### config.mk
export PLATFORM = sky130hd
export DESIGN_NAME = touch_slot_tracker_unit
export DESIGN_NICKNAME = d
export VERILOG_FILES = /design/src/rtl/tst_pkg.sv /design/src/rtl/tst_ram.sv /design/src/rtl/touch_slot_tracker_unit.sv
export SDC_FILE = /design/constraint.sdc
export NUM_CORES = 1
export LEC_CHECK = 0
export BUFFER_PORTS_ARGS = -buffer_cell sky130_fd_sc_hd__buf_2
export CORE_ASPECT_RATIO = 0.75
export CORE_MARGIN = 4
export CORE_UTILIZATION = 59
export CTS_BUF_LIST = sky130_fd_sc_hd__clkbuf_4 sky130_fd_sc_hd__clkbuf_8
export CTS_CLUSTER_DIAMETER = 200
export CTS_CLUSTER_SIZE = 40
export DETAILED_ROUTE_END_ITERATION = 6
export PLACE_DENSITY = 0.76
export SYNTH_ARGS = -nofsm -noshare
export SYNTH_HDL_FRONTEND = slang
export SYNTH_SLANG_ARGS = --single-unit
### constraint.sdc
create_clock -name clk -period 14.2 [get_ports clk]
set_clock_uncertainty 0.1 [all_clocks]
set_input_delay 2.13 -clock clk [delete_from_list [all_inputs] [get_ports clk]]
set_output_delay 2.13 -clock clk [all_outputs]
set_load 0.01 [all_outputs]
### src/rtl/tst_pkg.sv
package tst_pkg;

    localparam int NUM_SLOTS_DEF  = 8;
    localparam int COORD_BITS_DEF = 12;
    localparam int FIELD_W        = 12;
    localparam int RADIUS_W       = 12;
    localparam int LIMIT_W        = 2 * RADIUS_W;
    localparam int SLOT_FIELD_W   = 3;
    localparam int SLOT_FIELD_MAX = 8;

    localparam logic [RADIUS_W-1:0] RADIUS_RESET = 12'd64;

    localparam logic [1:0] KIND_DOWN = 2'd0;
    localparam logic [1:0] KIND_MOVE = 2'd1;
    localparam logic [1:0] KIND_UP   = 2'd2;

    typedef struct packed {
        logic [1:0]              event_kind;
        logic [FIELD_W-1:0]      pos_x;
        logic [FIELD_W-1:0]      pos_y;
        logic                    has_slot;
        logic [SLOT_FIELD_W-1:0] slot_in;
    } tst_event_t;

    typedef struct packed {
        logic [SLOT_FIELD_W-1:0] slot_out;
        logic                    slot_valid;
    } tst_result_t;

    typedef enum logic [1:0] {
        ST_IDLE,
        ST_SCAN,
        ST_DRAIN,
        ST_WRITE
    } tst_state_t;

endpackage

### src/rtl/tst_ram.sv
module tst_ram #(
    parameter int WIDTH = 24,
    parameter int DEPTH = 8,
    parameter int AW    = (DEPTH > 1) ? $clog2(DEPTH) : 1
) (
    input  logic             clk,
    input  logic             we,
    input  logic [AW-1:0]    waddr,
    input  logic [WIDTH-1:0] wdata,
    input  logic [AW-1:0]    raddr,
    output logic [WIDTH-1:0] rdata
);

    logic [WIDTH-1:0] mem [DEPTH];
    logic [WIDTH-1:0] rdata_reg;

    always_ff @(posedge clk)
    begin
        if (we)
        begin
            mem[waddr] <= wdata;
        end
        rdata_reg <= mem[raddr];
    end

    assign rdata = rdata_reg;

endmodule

### src/rtl/touch_slot_tracker_unit.sv
// Tagged or down transaction: result strobe in the cycle after start, then back to idle for the next start.
// Untagged move or up transaction: walks every usable slot through the position RAM, one read a cycle,
// then two pipeline stages (p1, p2) and a write-back in ST_WRITE, where the result is strobed; the next
// start is taken only once idle again, as the single read port of the position RAM serves the scan.
// Results are strobed for one cycle and cannot be stalled.
// Reset (rst_n, async, active low): all slots free, grouping_radius 64, FSM idle.
module touch_slot_tracker_unit #(
    parameter int NUM_SLOTS  = tst_pkg::NUM_SLOTS_DEF,
    parameter int COORD_BITS = tst_pkg::COORD_BITS_DEF
) (
    input  logic                         clk,
    input  logic                         rst_n,
    input  logic                         start,
    output logic                         busy,
    input  tst_pkg::tst_event_t          touch,
    input  logic                         cfg_we,
    input  logic [tst_pkg::RADIUS_W-1:0] cfg_wdata,
    output logic                         done,
    output tst_pkg::tst_result_t         result
);

    import tst_pkg::*;

    localparam int USABLE = (NUM_SLOTS < SLOT_FIELD_MAX) ? NUM_SLOTS : SLOT_FIELD_MAX;
    localparam int IDX_W  = (USABLE > 1) ? $clog2(USABLE) : 1;
    localparam int CW     = (COORD_BITS < FIELD_W) ? COORD_BITS : FIELD_W;
    localparam int SQ_W   = 2 * CW;
    localparam int DIST_W = (SQ_W + 1 > LIMIT_W) ? SQ_W + 1 : LIMIT_W;

    tst_state_t state_reg, state_next;

    logic [RADIUS_W-1:0] radius_reg;
    logic [LIMIT_W-1:0]  limit_reg;
    logic [1:0]          kind_reg;
    logic [CW-1:0]       x_reg, y_reg;
    logic [USABLE-1:0]   active_reg;
    logic [IDX_W-1:0]    rd_idx_reg;
    logic                p1_vld_reg;
    logic [IDX_W-1:0]    p1_idx_reg;
    logic                p2_vld_reg;
    logic                p2_act_reg;
    logic [IDX_W-1:0]    p2_idx_reg;
    logic [SQ_W-1:0]     p2_sqx_reg, p2_sqy_reg;
    logic [DIST_W-1:0]   best_reg;
    logic                found_reg;
    logic [IDX_W-1:0]    slot_reg;

    logic                accept;
    logic                tag_ok;
    logic                free_found;
    logic [IDX_W-1:0]    free_idx;
    logic [SQ_W-1:0]     rdata;
    logic [CW-1:0]       rx, ry, dx, dy;
    logic [DIST_W-1:0]   dist_sum;
    logic                hit;
    logic                wr_en;

    assign accept = start && (state_reg == ST_IDLE);
    assign tag_ok = {1'b0, touch.slot_in} < (SLOT_FIELD_W + 1)'(USABLE);

    always_comb
    begin
        free_found = 1'b0;
        free_idx   = '0;
        for (int i = USABLE - 1; i >= 0; i--)
        begin
            if (!active_reg[i])
            begin
                free_found = 1'b1;
                free_idx   = IDX_W'(i);
            end
        end
    end

    always_comb
    begin
        state_next = state_reg;
        unique case (state_reg)
            ST_IDLE:
            begin
                if (start)
                begin
                    if (touch.has_slot || touch.event_kind == KIND_DOWN)
                    begin
                        state_next = ST_WRITE;
                    end
                    else
                    begin
                        state_next = ST_SCAN;
                    end
                end
            end
            ST_SCAN:
            begin
                if (rd_idx_reg == IDX_W'(USABLE - 1))
                begin
                    state_next = ST_DRAIN;
                end
            end
            ST_DRAIN:
            begin
                if (!p1_vld_reg)
                begin
                    state_next = ST_WRITE;
                end
            end
            ST_WRITE:
            begin
                state_next = ST_IDLE;
            end
            default:
            begin
                state_next = ST_IDLE;
            end
        endcase
    end

    always_ff @(posedge clk or negedge rst_n)
    begin
        if (!rst_n)
        begin
            state_reg <= ST_IDLE;
        end
        else
        begin
            state_reg <= state_next;
        end
    end

    assign wr_en = (state_reg == ST_WRITE) && found_reg;

    tst_ram #(
        .WIDTH (SQ_W),
        .DEPTH (USABLE),
        .AW    (IDX_W)
    ) u_pos_ram (
        .clk   (clk),
        .we    (wr_en),
        .waddr (slot_reg),
        .wdata ({x_reg, y_reg}),
        .raddr (rd_idx_reg),
        .rdata (rdata)
    );

    assign rx = rdata[SQ_W-1:CW];
    assign ry = rdata[CW-1:0];
    assign dx = (rx >= x_reg) ? rx - x_reg : x_reg - rx;
    assign dy = (ry >= y_reg) ? ry - y_reg : y_reg - ry;

    assign dist_sum = DIST_W'({1'b0, p2_sqx_reg} + {1'b0, p2_sqy_reg});
    assign hit      = p2_vld_reg && p2_act_reg && (dist_sum <= DIST_W'(limit_reg))
                      && (!found_reg || dist_sum < best_reg);

    always_ff @(posedge clk or negedge rst_n)
    begin
        if (!rst_n)
        begin
            radius_reg <= RADIUS_RESET;
            active_reg <= '0;
            p1_vld_reg <= 1'b0;
            p2_vld_reg <= 1'b0;
            found_reg  <= 1'b0;
            rd_idx_reg <= '0;
        end
        else
        begin
            if (cfg_we)
            begin
                radius_reg <= cfg_wdata;
            end

            p1_vld_reg <= (state_reg == ST_SCAN);
            p2_vld_reg <= p1_vld_reg;

            if (accept)
            begin
                rd_idx_reg <= '0;
                if (touch.has_slot)
                begin
                    found_reg <= tag_ok;
                end
                else if (touch.event_kind == KIND_DOWN)
                begin
                    found_reg <= free_found;
                end
                else
                begin
                    found_reg <= 1'b0;
                end
            end
            else if (state_reg == ST_SCAN)
            begin
                rd_idx_reg <= rd_idx_reg + IDX_W'(1);
            end

            if (hit)
            begin
                found_reg <= 1'b1;
            end

            if (wr_en)
            begin
                active_reg[slot_reg] <= (kind_reg != KIND_UP);
            end
        end
    end

    always_ff @(posedge clk)
    begin
        if (accept)
        begin
            kind_reg  <= touch.event_kind;
            x_reg     <= touch.pos_x[CW-1:0];
            y_reg     <= touch.pos_y[CW-1:0];
            limit_reg <= LIMIT_W'(radius_reg) * LIMIT_W'(radius_reg);
            slot_reg  <= touch.has_slot ? touch.slot_in[IDX_W-1:0] : free_idx;
        end
        else if (hit)
        begin
            slot_reg <= p2_idx_reg;
            best_reg <= dist_sum;
        end

        p1_idx_reg <= rd_idx_reg;
        p2_idx_reg <= p1_idx_reg;
        p2_act_reg <= active_reg[p1_idx_reg];
        p2_sqx_reg <= SQ_W'(dx) * SQ_W'(dx);
        p2_sqy_reg <= SQ_W'(dy) * SQ_W'(dy);
    end

    assign busy              = (state_reg != ST_IDLE);
    assign done              = (state_reg == ST_WRITE);
    assign result.slot_valid = found_reg;
    assign result.slot_out   = found_reg ? SLOT_FIELD_W'(slot_reg) : '0;

endmodule

== After elaboration in Yosys (flattened, before gate mapping) ==
Memory sizes are Yosys's and may differ from the RTL's. A register that Yosys moved wholly into a read port is not among the register bits.
Cells that the tools add are included.
Storage, ports and cells
  register bits after elaboration: 161
  bits in writable memories: 192
  bits of input ports: 46
  output and inout port bits: 6
  word-level logic and storage cells: 100
  memories: 1
Operators by class
  add/sub/neg operators: 6
  multipliers: 3
  order comparisons: 7
  equality and inequality tests: 8
  mux-type cells: 40
  bitwise logic cells: 1
  reduce and logical (&&, ||, !) cells: 16
Memories
  u_pos_ram.mem: words 8, bits a word 24, rd ports 1, clocked after memory_dff 1, wr ports 1, line tst_ram.sv:14  | logic [WIDTH-1:0] mem [DEPTH];
Operators by type and width (count)
  $mul A12 B12 Y24: 3
  $sub A12 B12 Y12: 4
  $mux W3: 14
  $add A24 B24 Y25: 1
  $le A25 B24 Y1: 1
  $lt A25 B25 Y1: 1
  $ge A12 B12 Y1: 2
  $mux W12: 2
  $mux W1: 16
  $bwmux W8: 1
  $lt A3 B4 Y1 const B: 2
  $mux W2: 4
  $ne A2 B2 Y1 const B: 4
  $pmux W2 S4: 1
  $logic_and A1 B1 Y1: 6
  $reduce_bool A2 Y1: 3
  $eq A2 B2 Y1 const B: 2
  $logic_not A2 Y1: 2
  $add A3 B1 Y3 const B: 1
  $bmux W1 S3: 1
  $demux W1 S3: 1
  $eq A3 B3 Y1 const B: 1
  $ge A3 B1 Y1 const B: 1
  $reduce_and A3 Y1: 1
  other kinds (5): 6

== Longest topological paths before layout ==
Gate-level depths: netlist of run 1.
  depth after elaboration: 12
  depth in mapped cells: 33
  gate-level depth less buffers: 32

== Hierarchy ==
Synthesis of run 1 repeated with hierarchy kept, for this count alone.
Second synthesis, totals
  cells, all modules: 2432
  area, all modules: 27995.6 µm²
Modules (own cells, without submodules)
  touch_slot_tracker_unit: instances 1, cells each 2118, area each 20185.6 µm², sequential area each 4075.2 µm²
  tst_ram: instances 1, cells each 314, area each 7810.0 µm², sequential area each 6246.0 µm²

== Worst setup path after synthesis of run 1 ==
Ideal clock, no wire load.
  path kind: flip-flop to flip-flop
  start point: register y_reg[0]
  end point: register p2_sqy_reg[22]
  library setup time: 130 ps
  arrival time: 7380 ps
  data required time: 13970 ps
  slack: 6590 ps
  stages on the path, launching flop included: 32
  path buffers: 2
  clock period less this slack: 7610 ps
  cells stage by stage: edfxtp_1 -> ha_1 -> inv_1 -> fa_1 -> a21o_1 -> a221oi_2 -> o21ai_2 -> o31ai_4 -> buf_6 -> mux2i_1 -> o21ai_2 -> xnor2_1 -> buf_2 -> or2_1 -> fa_1 -> inv_1 -> fa_1 -> inv_1 -> fa_1 -> inv_1 -> fa_1 -> inv_1 -> fa_1 -> inv_1 -> ha_1 -> or2_2 -> a21o_1 -> o41ai_1 -> o21ai_0 -> a221oi_1 -> a211oi_1 -> xor2_1
Between the ends
  cells in the longest elaborated chain, start to end: 3
  elaborated cells between the ends (all ways): 5
  those cells by class: add/sub (2); mul (1); order compare (1); mux (1)
Ends and longest elaborated chain
  from (decl): line touch_slot_tracker_unit.sv:35  | logic [CW-1:0] x_reg, y_reg;
  from (signal assigned): line touch_slot_tracker_unit.sv:214  | y_reg <= touch.pos_y[CW-1:0];
  $sub A12 B12 Y12 or $ge A12 B12 Y1 (tied branches): line touch_slot_tracker_unit.sv:148  | assign dy = (ry >= y_reg) ? ry - y_reg : y_reg - ry;
  $mux W12 *: line touch_slot_tracker_unit.sv:148
  $mul A12 B12 Y24 *: line touch_slot_tracker_unit.sv:228  | p2_sqy_reg <= SQ_W'(dy) * SQ_W'(dy);
  to (signal assigned): line touch_slot_tracker_unit.sv:228
  to (decl): line touch_slot_tracker_unit.sv:43  | logic [SQ_W-1:0] p2_sqx_reg, p2_sqy_reg;
Every way passes the cells marked *; elsewhere a longest branch is shown, timed or not.
A chain may end at the register's enable or synchronous reset.

== Worst setup path in the final report of run 1 ==
  start point: register y_reg[1]
  end point: register p2_sqy_reg[20]
Same word-level chain as after synthesis.

==> impl_metrics.tcl, run 1 <==
set metrics [dict create \
    fin_crit_ns 8.87 \
    post-dp-hpwl_um 42800 \
    startpoint "y_reg[1]" \
    ys_seq_elements 374 \
    drc_errors 0 \
    drv_cap 0 \
    drt_iter0_markers 1237 \
    yosys_most_used_dff "edfxtp_1" \
    start_util_pct 59.7 \
    cts_buffer_depth 3 \
    crit_end "p2_sqy_reg[20]" \
    numCtsBuffers 13 \
    hold_violations 0 \
    cts-resized-gates 0 \
    cts_setup_buffers 0 \
    seq_area_frac_synth_pct 36.5 \
    grt_max_degree 52 \
    hp-class "flip-flop to flip-flop" \
    path_clk_slew_ns 0.23 \
    num_vias 17660 \
    cp.depth 21 \
    postSynthCellCount 2454 \
    drv_slew 0 \
    crit_buf_inv 3 \
    grt_pass1_vias 18358 \
    die_width_um 261 \
    worst_setup_path_start_kind "flip-flop" \
    port_buffers 51 \
    largest_reg_flops 192 \
    clock_latency_ns 0.64 \
    numClockSinks 374 \
    period_share_pct 62.5 \
    worstReg2RegEnd "p2_sqy_reg[20]" \
    chipHeight_um 198 \
    wl_per_cell_um 18.0 \
    num_rows 69 \
    r2r-start "y_reg[1]" \
    nFillCells 3677 \
    dr.pass1.iters 6 \
    setup_viol 0 \
    critPathSlowestCell "mux2i_1" \
    timing.fmax_mhz 113 \
    status "finished clean" \
    avgSynthCellArea_um2 11.5 \
    areaGrowthSynthToFinish_pct 4.35 \
    critical_path_class "flip-flop to flip-flop" \
    mappedNetlistArea_mm2 0.0283 \
    antenna_found_initial 0 \
    slew_headroom_pct 17.4 \
    rr_worst_depth 21 \
    rsz0062_at_grt "no" \
    core_region_area_mm2 0.0474 \
    final_common_cell "inv_1" \
    finalSetupTns_ns 0 \
    worst_pin_slew_ns 1.20 \
    drive_above_1_share_pct 10.2 \
    ios 52 \
    cpPeakStageDelay_ns 1.06 \
    path_max_fanout 15 \
    grt.overflow.total 0 \
    crit_family "adder cells" \
    cts_max_level 1 \
    gr-usage-all-layers_pct 22.5 \
    ys.warnings.count 0 \
    rrSetupSlack_ns 5.33 \
    worstPathArrival_ns 9.35 \
    async_reset_ff_share_pct 7.49 \
    grt_pass1_wl_um 94000 \
    drt_wl_total_um 56300 \
    gp_congestion 0.885 \
    die_area_mm2 0.0516 \
    synth_edf_count 269 \
    critical_path_required_ns 14.68 \
    critPathCaptureType "flip-flop" \
    nNetsFinal 3063 \
    ctsHoldBuffers 0 \
    path_cells "inv_1 -> fa_1 -> a21o_1 -> a221oi_2 -> o21ai_2 -> o31ai_4 -> mux2i_1 -> inv_1 -> o21ai_0 -> fa_1 -> fa_1 -> fa_1 -> fa_1 -> fa_1 -> inv_1 -> ha_1 -> o41ai_1 -> o21ai_0 -> a221oi_1 -> nor2b_1 -> xnor2_1" \
    insertedDiodeCount 0 \
    cts_root_buffer "clkbuf_8" \
    synth_nets 3034 \
    final_antenna_net_count 0 \
    cts_tree "yes" \
    viasPerCell 5.64 \
    yosysUniqueCellTypes 90 \
    final_cell_mix "inv_1 (427), ha_1 (292), edfxtp_1 (269)" \
    cp_common_cell "fa_1" \
]
-- cell usage after synthesis (all sizes together), types with 9 or more instances --
library cell | n | area share (%)
inv | 430 | 5.7
ha | 292 | 13
edfxtp | 269 | 29
fa | 242 | 17
nor2 | 170 | 2.3
a21oi | 90 | 1.6
nand2 | 88 | 1.2
xnor2 | 85 | 2.8
dfxtp | 77 | 5.4
o21ai | 65 | 1.2
and2 | 50 | 1.1
mux4 | 50 | 4.0
mux2 | 45 | 1.8
a21o | 40 | 1.1
or2 | 33 | 0.74
nand2b | 32 | 0.71
clkbuf | 30 | 0.40
nor3 | 30 | 0.59
buf | 29 | 0.64
dfrtp | 27 | 2.4
nor2b | 24 | 0.53
nand3 | 21 | 0.37
xor2 | 21 | 0.70
o21a | 20 | 0.56
a211oi | 19 | 0.54
mux2i | 15 | 0.53
nand4 | 15 | 0.33
and3 | 14 | 0.31
or3 | 12 | 0.28
o211ai | 9 | 0.24
o21bai | 9 | 0.24
-- layer usage --
metal  GRT usage (%)  routed length [um]  vias to the layer above
met1            33.4               25800                     8897
met3            2.91                2850                       54
li1                -                   -                     8337
met5               0                   0                        -
met2            36.5               26700                      372
met4            3.72                 903                        0
-- worst reg2reg max path: cells and delay by family (launching register included) --
family	cells	cell delay, ns
XOR/XNOR	1	0.14
AO/OA/AOI/OAI	8	3.08
flip-flops	1	0.64
buffers and inverters	3	0.51
multiplexers	1	1.06
adder cells (fa/ha/maj)	7	3.08
AND/OR/NAND/NOR	1	0.22
-- final cells by class --
class	instances	area [um2]	area share [%]
Clock inverter	2	37.5	0.127
Timing Repair Buffer	73	420	1.42
Inverter	430	1610	5.47
Tap cell	639	800	2.71
Multi-Input combinational cell	1591	16100	54.5
Sequential cell	374	10300	35.0
Clock buffer	20	231	0.784
-- cell families after synthesis --
| logic type | count (synthesis) | synth area share, % |
|---|---|---|
| and+or+nand+nor | 510 | 8.99 |
| AOI/OAI and AO/OA | 331 | 8.00 |
| muxes | 110 | 6.30 |
| xor gates and xnor gates | 106 | 3.45 |
| adders and majority gates | 534 | 30.0 |
| DFF | 374 | 36.5 |
| buffers and inverters | 489 | 6.74 |
-- how the worst min path moves through the flow --
stage,from,end,slack (ns),depth (start not counted)
global route,p1_idx_reg[2],p2_idx_reg[2],0.29,0
CTS,p1_idx_reg[2],p2_idx_reg[2],0.28,0
finish,p1_idx_reg[2],p2_idx_reg[2],0.28,0
detailed placement,p1_idx_reg[2],p2_idx_reg[2],0.25,0
global placement,p1_idx_reg[2],p2_idx_reg[2],0.25,0
floorplan,p1_idx_reg[2],p2_idx_reg[2],0.24,0
-- through the flow --
| stage | cell area [um2] | hold slack (ns) | setup slack [ns] | std cells | utilization (%) |
|---|---|---|---|---|---|
| 3_5_place_dp | 29300 | 0.252 | 5.49 | 3107 | 61.7 |
| 3_3_place_gp | 29300 | 0.251 | 5.66 | 3107 | 61.7 |
| 6_report | 29500 | 0.276 | 5.33 | 3129 | 62.3 |
| 2_1_floorplan | 28300 | 0.239 | 6.59 | 2454 | - |
| 4_1_cts | 29500 | 0.278 | 5.46 | 3129 | 62.3 |
| 5_1_grt | 29500 | 0.286 | 4.81 | 3129 | 62.3 |
Power of run 1 is not shown: default switching activity piles up to over one toggle a cycle in this logic, so the estimate is an artifact.
==> run 2, diff against run 1 <==
clock period = 9.2 ns   (was 14.2 ns; I/O delays follow)
==> run 2 against run 1 <==
Effect of this change: non-clock buffer count is 1 higher; clock-buffer cell count stayed put; wire length is 0.95% higher; worst hold slack worse by 0.00066 ns; critical endpoint is now p2_sqy_reg[23]; fmax is 2.4% higher; final area hardly changed; setup slack worse by 4.8 ns; via count is 0.25% lower; die area stayed put.
==> impl_metrics.tcl, run 2 (synthesis gave the netlist of run 1 again) <==
set metrics [dict create \
    status "finished clean" \
    drive_above_1_share_pct 10.3 \
    drt_iter0_markers 1291 \
    drc_errors 0 \
    rsz0062_at_grt "no" \
    final_common_cell "inv_1" \
    cp_common_cell "inv_1" \
    antenna_found_initial 0 \
    min_from "p1_idx_reg[2]" \
    nFillCells 3635 \
    grt_pass1_wl_um 94500 \
    hp-class "flip-flop to flip-flop" \
    cts_max_level 1 \
    chipHeight_um 198 \
    ctsHoldBuffers 0 \
    rrSetupSlack_ns 0.54 \
    cts_root_buffer "clkbuf_8" \
    critical_path_required_ns 9.66 \
    die_width_um 261 \
    cts_buffer_depth 3 \
    post-place-ws_ns 0.478 \
    fin_area_mm2 0.0295 \
    setup_viol 0 \
    wl_per_cell_um 18.1 \
    port_buffers 51 \
    r2r-start "y_reg[0]" \
    numClockSinks 374 \
    worst_setup_path_start_kind "flip-flop" \
    fin_crit_ns 8.66 \
    grt_pass1_vias 18654 \
    dpl_cell_area_mm2 0.0293 \
    slew_headroom_pct 23.7 \
    grt.overflow.total 0 \
    critical_path_class "flip-flop to flip-flop" \
    ios 52 \
    drv_slew 0 \
    holdPathEnd "p2_idx_reg[2]" \
    insertedDiodeCount 0 \
    cpPeakStageDelay_ns 0.58 \
    worstPathArrival_ns 9.12 \
    dr.pass1.iters 5 \
    grt_max_degree 52 \
    nNetsFinal 3064 \
    num_rows 69 \
    num_vias 17615 \
    numCtsBuffers 13 \
    rr_worst_depth 29 \
    viasPerCell 5.63 \
    core_region_area_mm2 0.0474 \
    finalSetupTns_ns 0 \
    areaGrowthSynthToFinish_pct 4.40 \
    critPathSlowestCell "edfxtp_1" \
    hold_depth 0 \
    period_share_pct 94.1 \
    drv_cap 0 \
    path_clk_slew_ns 0.23 \
    largest_reg_flops 192 \
    hold_violations 0 \
    worst_pin_slew_ns 1.14 \
    path_max_fanout 10 \
    timing.fmax_mhz 115 \
    critPathCaptureType "flip-flop" \
    fin_ws_ns 0.539 \
    start_util_pct 59.7 \
    final_antenna_net_count 0 \
    clock_latency_ns 0.64 \
    gp_congestion 0.880 \
    drt_wl_total_um 56800 \
    worstReg2RegEnd "p2_sqy_reg[23]" \
    gr-usage-all-layers_pct 22.8 \
    post-dp-hpwl_um 43300 \
    multi_input_area_mm2 0.0161 \
    cts_tree "yes" \
    seq_area_mm2 0.0103 \
    final_cell_mix "inv_1 (427), ha_1 (292), edfxtp_1 (269)" \
    die_area_mm2 0.0516 \
]
==> run 2: how the worst max path moves through the flow <==
stage / from / end / slack [ns] / cells past startpoint
floorplan: y_reg[0] / p2_sqy_reg[22] / 1.59 / 31
global placement: y_reg[0] / p2_sqy_reg[22] / 0.85 / 29
detailed placement: y_reg[0] / p2_sqy_reg[22] / 0.48 / 29
CTS: y_reg[0] / p2_sqy_reg[22] / 0.48 / 29
global route: y_reg[0] / p2_sqy_reg[23] / 0.01 / 29
finish: y_reg[0] / p2_sqy_reg[23] / 0.54 / 29
==> run 2: cell type report <==
type,count,area share (%)
Sequential cell,374,35.0
Tap cell,639,2.71
Clock inverter,2,0.127
Clock buffer,20,0.784
Inverter,430,5.46
Timing Repair Buffer,74,1.45
Multi-Input combinational cell,1591,54.5
==> run 2: per-stage QoR <==
stage               util [%]  hold slack [ns]  instances
floorplan                  -            0.239       2454
global placement        61.7            0.252       3108
detailed placement      61.7            0.254       3108
CTS                     62.3            0.274       3130
global route            62.3            0.280       3130
finish                  62.3            0.275       3130
==> run 2: timing repair <==
action / CTS / global route
buffers inserted: 0 / 0
resized for setup: 0 / 1
setup endpoints to repair: 0 / 2
==> run 2: per-layer routing <==
metal / track usage [%] / vias to the layer above / wire length [um]
li1: - / 8340 / -
met1: 33.1 / 8826 / 26200
met2: 38.1 / 376 / 27000
met3: 2.69 / 73 / 2650
met4: 3.74 / 0 / 927
met5: 0 / - / 0
==> run 2: worst max-delay path, delay by kind of cell, from the launching register on <==
| family | cells | cell delay [ns] |
|---|---|---|
| flops | 1 | 0.58 |
| fa+ha+maj | 8 | 3.24 |
| compound gates | 8 | 2.29 |
| buf+inv | 7 | 0.64 |
| mux | 1 | 0.31 |
| xor+xnor | 2 | 0.71 |
| simple gates | 3 | 0.72 |
Power of run 2 is left out for the same reason.
